File: src/rtl/core/gbf_ram.sv
// ----------------------------------------------------------------------------
// Generic single-port RAM
// One read or write address per cycle, read data registered.
// ----------------------------------------------------------------------------
module gbf_ram #(
   parameter int WIDTH = 8,
   parameter int DEPTH = 256
) (
   input  logic                     clock,
   input  logic                     wr_en,
   input  logic [$clog2(DEPTH)-1:0] addr,
   input  logic [WIDTH-1:0]         wr_data,
   output logic [WIDTH-1:0]         rd_data
);

   logic [WIDTH-1:0] mem [DEPTH];
   logic [WIDTH-1:0] rd_data_ff;

   always_ff @(posedge clock) begin
      if (wr_en) begin
         mem[addr] <= wr_data;
      end
      rd_data_ff <= mem[addr];
   end

   assign rd_data = rd_data_ff;

endmodule

File: config.mk
export PLATFORM = sky130hd
export DESIGN_NAME = gbf_ram
export DESIGN_NICKNAME = d
export VERILOG_FILES = /design/src/rtl/core/gbf_ram.sv
export SDC_FILE = /design/constraint.sdc
export NUM_CORES = 2
export LEC_CHECK = 0
export ABC_AREA = 0
export BUFFER_PORTS_ARGS = -buffer_cell sky130_fd_sc_hd__clkbuf_2
export CAP_MARGIN = 20
export CORE_UTILIZATION = 58
export CTS_CLUSTER_DIAMETER = 80
export DETAILED_ROUTE_END_ITERATION = 7
export PLACE_DENSITY = 0.77
export SLEW_MARGIN = 30
export SYNTH_ARGS = -nofsm -noshare
export SYNTH_HDL_FRONTEND = slang
export SYNTH_SLANG_ARGS = --single-unit
File: constraint.sdc
create_clock -name clock -period 6.17 [get_ports clock]
set_clock_uncertainty 0.1 [all_clocks]
set_input_delay 0.617 -clock clock [delete_from_list [all_inputs] [get_ports clock]]
set_output_delay 0.617 -clock clock [all_outputs]
set_load 0.01 [all_outputs]
## Word level (Yosys, flattened, before mapping)

Memory sizes are Yosys's and may differ from the RTL's. A register that Yosys moved wholly into a read port is not among the register bits.
Cells that the tools add are included.

- Bits in registers: 0
- Bits in latches: 0
- Memory bits (writable): 2048
- ROM bits: 0
- Input port bits: 18
- Output and inout bits: 8
- Word-level logic and storage cells: 3
- Memories kept: 1

- Add/sub/neg operators: 0
- Multipliers: 0
- Div/mod/pow operators: 0
- $lt $le $gt $ge: 0
- Equality and inequality tests: 0
- Shift-type cells: 0
- Mux-type cells: 2
- Bitwise operators: 0
- Reductions and logical operators: 0

Memory list:

| name | words | bits a word | read ports | clocked after Yosys merged registers in | write ports | line | source |
|---|---|---|---|---|---|---|---|
| mem | 256 | 8 | 1 | 1 | 1 | 16 | `logic [WIDTH-1:0] mem [DEPTH];` |

Operators by type and width:

| operator | count |
|---|---|
| 1-bit 2-to-1 mux | 2 |

## Depth between registers and ports, before layout

- Word-level depth: 2
- Mapped depth: 10
- Gate-level depth less buffers: 5

## Worst setup path before layout

OpenSTA, ideal clock, no wires.

- Path kind: input to register
- Start point: input port addr[1]
- End point: memory mem[111][0], enable pin
- Arrival: 2466 ps
- Data required time: 5700 ps
- Slack: 3234 ps
- Cell stages on the path: 9
- Buffers on the path: 5
- Cells stage by stage: buf_2 clkbuf_1 clkbuf_1 nand2_1 buf_2 nor2_1 nand2_1 clkbuf_1 nor2_1

RTL lines:

| item | line | source |
|---|---|---|
| start, declared | 11 | `input logic [$clog2(DEPTH)-1:0] addr,` |
| end, declared | 16 |  |

Straight into the memory's write port.

==> flow_summary.json <==
{
  "clock_power_share_pct": 41.2,
  "quantity_of_gates_resized_following_cts": 0,
  "totalNegativeSetupSlack_ns": 0,
  "timing.critical_path.from_type": "primary input",
  "yosys.cell_types.count": 22,
  "worst_slack_ns": 2.51,
  "crit_path_end_kind": "flop",
  "post_dp_cell_area_mm2": 0.0809,
  "floorplan.die_area_mm2": 0.137,
  "first_global_vias": 38400,
  "synth.yosys.seq_area_share_pct": 78.6,
  "number_of_detailed_routing_iterations_run_before_antenna_repair": 8,
  "slowest_delay_ns": 1.02,
  "route.final.wire_length_um": 185000,
  "grt-ovfl-total": 0,
  "netlist_area_mm2": 0.0785,
  "p_per_area_mw_per_mm2": 325,
  "fillers": 8240,
  "buffers_on_ports": 25,
  "numCtsBuffers": 195,
  "hold_viol_final": 0,
  "grt_pass1_wl_um": 267000,
  "timing_worst_setup_path_type": "primary input to flop",
  "result_of_the_run": "complete, but fails checks",
  "fin_crit_sh_pct": 59.3,
  "place.detailed.instances": 5205,
  "chipWidth_um": 370,
  "gp_routability_congestion": 0.823,
  "drt.antenna.violating_nets": 0,
  "route.detailed.wl_per_inst_um": 33.2,
  "maximum_fanout_along_the_worst_path": 58,
  "std_cell_rows": 134,
  "cts-root-to-sink-buffers": 3,
  "yosysWarnings": 0,
  "crit_arrival_ns": 4.19,
  "netSwitchingPower_mw": 5.94,
  "floorplan.io_pins": 26,
  "postSynthCellCount": 3547,
  "min_period_ns": 3.66,
  "drc_errors": 2,
  "finish.cell_count_without_fillers": 5560,
  "path_cells": "buf_8, buf_4, buf_4, mux4_2, a22oi_1, a21oi_1, o41ai_1, nand4_1",
  "setup-violations-final": 0,
  "hold_ws_ns": 0.167,
  "floorplan.initialDensity_pct": 58.7,
  "number_of_register_bits_inferred_by_synthesis": 2056,
  "cts-htree-levels": 4,
  "mappedNetlistNets": 3565,
  "stdcell_area_mm2": 0.0872,
  "report.final.slew_viol_count": 0,
  "clkTransAtPathRegs_ns": 0.06,
  "clock_sinks": 2056,
  "worst_skew_pair.late_latency_ns": 0.83,
  "detailedRoute.firstIterationViolations": 5930,
  "die-height_um": 370,
  "slew_headroom_pct": 24.6,
  "dp_slack_ns": 1.49,
  "tritoncts": "done",
  "internal_power_mw": 22.4,
  "hold_path_class": "primary input to flop",
  "grt_util_all_layers_pct": 27.2,
  "critPathSlowestCell": "o41ai_1",
  "grt_start_max_net_pins": 205,
  "final_nets": 3654,
  "place.detailed.hpwl_um": 101000,
  "crit_top_cell": "buf_4",
  "share_seq_of_total_power_pct": 54.4,
  "post_cts.repair.setup_buffers": 0,
  "holdBufCountCts": 0,
  "cellLeakagePower_nw": 26.4,
  "routed-via-count": 38200,
  "power_switching_share_pct": 21.0,
  "cts_root_buf": "clkbuf_16",
  "f_max_ghz": 0.273,
  "cap_violations": 0,
  "routed_via_density": 6.88,
  "grt_setup_unrepaired": "no",
  "worst_pin_slew_ns": 1.12,
  "postSynthAreaPerCell_um2": 22.1,
  "design.core.area_mm2": 0.134,
  "comb_power_share_pct": 4.4,
  "worst_ir_drop_vdd_v": 0.000305,
  "area_growth_syn_to_layout_pct": 11.1,
  "final_layout_size_suffix_gt1_share_pct": 25.0,
  "grt_antenna_before_repair": 7,
  "violated_checks": "DRC",
  "worst-endpoint-required_ns": 6.70
}
==> registers in the layout, indices dropped and copies added (netlist names) <==
name and count:
mem 2048, rd_data 8
==> worst max-delay path, delay by kind of cell <==
| kind | cells | cell delay [ns] |
|---|---|---|
| AND/OR/NAND/NOR | 1 | 0.22 |
| AO/OA/AOI/OAI | 3 | 1.30 |
| buffers and inverters | 3 | 1.43 |
| multiplexers | 1 | 0.54 |
==> metal layers <==
layer / up-vias / wire length [µm] / part of all wire [%] / GRT usage [%]
met5: - / 84 / 0.045 / 0
met4: 10 / 6670 / 3.6 / 10.3
met3: 390 / 21600 / 12 / 7.23
met2: 2506 / 88700 / 48 / 41.5
met1: 20100 / 67800 / 37 / 38.3
li1: 15300 / - / - / -
==> cells in the mapped netlist (all sizes together) <==
cell type / number / area, µm²
a21oi: 128 / 641
a22oi: 256 / 1920
and2: 3 / 18.8
buf: 87 / 552
clkbuf: 145 / 544
dfxtp: 8 / 160
edfxtp: 2048 / 61500
inv: 1 / 3.75
mux4: 512 / 11500
nand2: 28 / 105
nand2b: 6 / 37.5
nand3: 13 / 65.1
nand4: 8 / 50.1
nor2: 232 / 871
nor2b: 7 / 43.8
nor3: 30 / 150
o41ai: 32 / 280
or2: 2 / 12.5
or3: 1 / 6.26
==> power by group through the flow <==
| stage | Combinational [mW] | Clock (mW) | Sequential [mW] |
|---|---|---|---|
| 6_report | 1.26 | 11.7 | 15.4 |
| 5_1_grt | 1.32 | 12.2 | 15.4 |
| 3_5_place_dp | 1.23 | 0 | 15.7 |
| 4_1_cts | 1.25 | 11.7 | 15.4 |
| 2_1_floorplan | 0.684 | 0 | 15.7 |
| 3_3_place_gp | 1.20 | 0 | 15.7 |
==> worst paths after layout <==
kind                                              to  slack, ns                   from  depth (start not counted)
worst min register to register    rd_data[6]$_DFF_P_       0.93  mem[146][6]$_DFFE_PP_                          5
worst min-delay path            mem[73][0]$_DFFE_PP_       0.17             wr_data[0]                          1
worst max-delay path              rd_data[6]$_DFF_P_       2.51                addr[0]                          8
worst max register to register    rd_data[6]$_DFF_P_       3.28  mem[228][6]$_DFFE_PP_                          5
==> stage by stage <==
stage | utilization [%] | total power [mW]
after floorplan | - | 16.4
after global placement | 60.4 | 16.9
after detailed placement | 60.5 | 17.0
after CTS | 65.1 | 28.4
after global routing | 65.2 | 29.0
final | 65.2 | 28.4
==> area by class of cell <==
type | count | area [µm²] | share of cell area [%]
Tap cell | 1768 | 2210 | 2.54
Multi-Input combinational cell | 1258 | 16000 | 18.3
Antenna cell | 4 | 10.0 | 0.0115
Inverter | 1 | 3.75 | 0.00430
Clock buffer | 232 | 5060 | 5.80
Timing Repair Buffer | 124 | 1190 | 1.37
Clock inverter | 117 | 1080 | 1.24
Sequential cell | 2056 | 61700 | 70.7
==> cells in the final DEF (no fill, tap or decap), drive strengths merged, types with 13 or more instances in the layout <==
cell / instances
buf: 102
bufinv: 18
mux4: 512
nor2: 232
a21oi: 128
nor3: 30
edfxtp: 2048
clkbuf: 254
a22oi: 256
o41ai: 32
nand2: 28
nand3: 13
clkinv: 91
==> cell families (layout without fill, tap and decap cells) <==
group | after synthesis | in the layout | synth area share, %
AO/OA/AOI/OAI | 416 | 416 | 3.62
buffers and inverters | 233 | 474 | 1.40
flip-flops | 2056 | 2056 | 78.6
multiplexers | 512 | 512 | 14.7
other | 0 | 4 | 0
AND/OR/NAND/NOR | 330 | 330 | 1.73
Note: power is estimated with default switching activity, not from simulation.
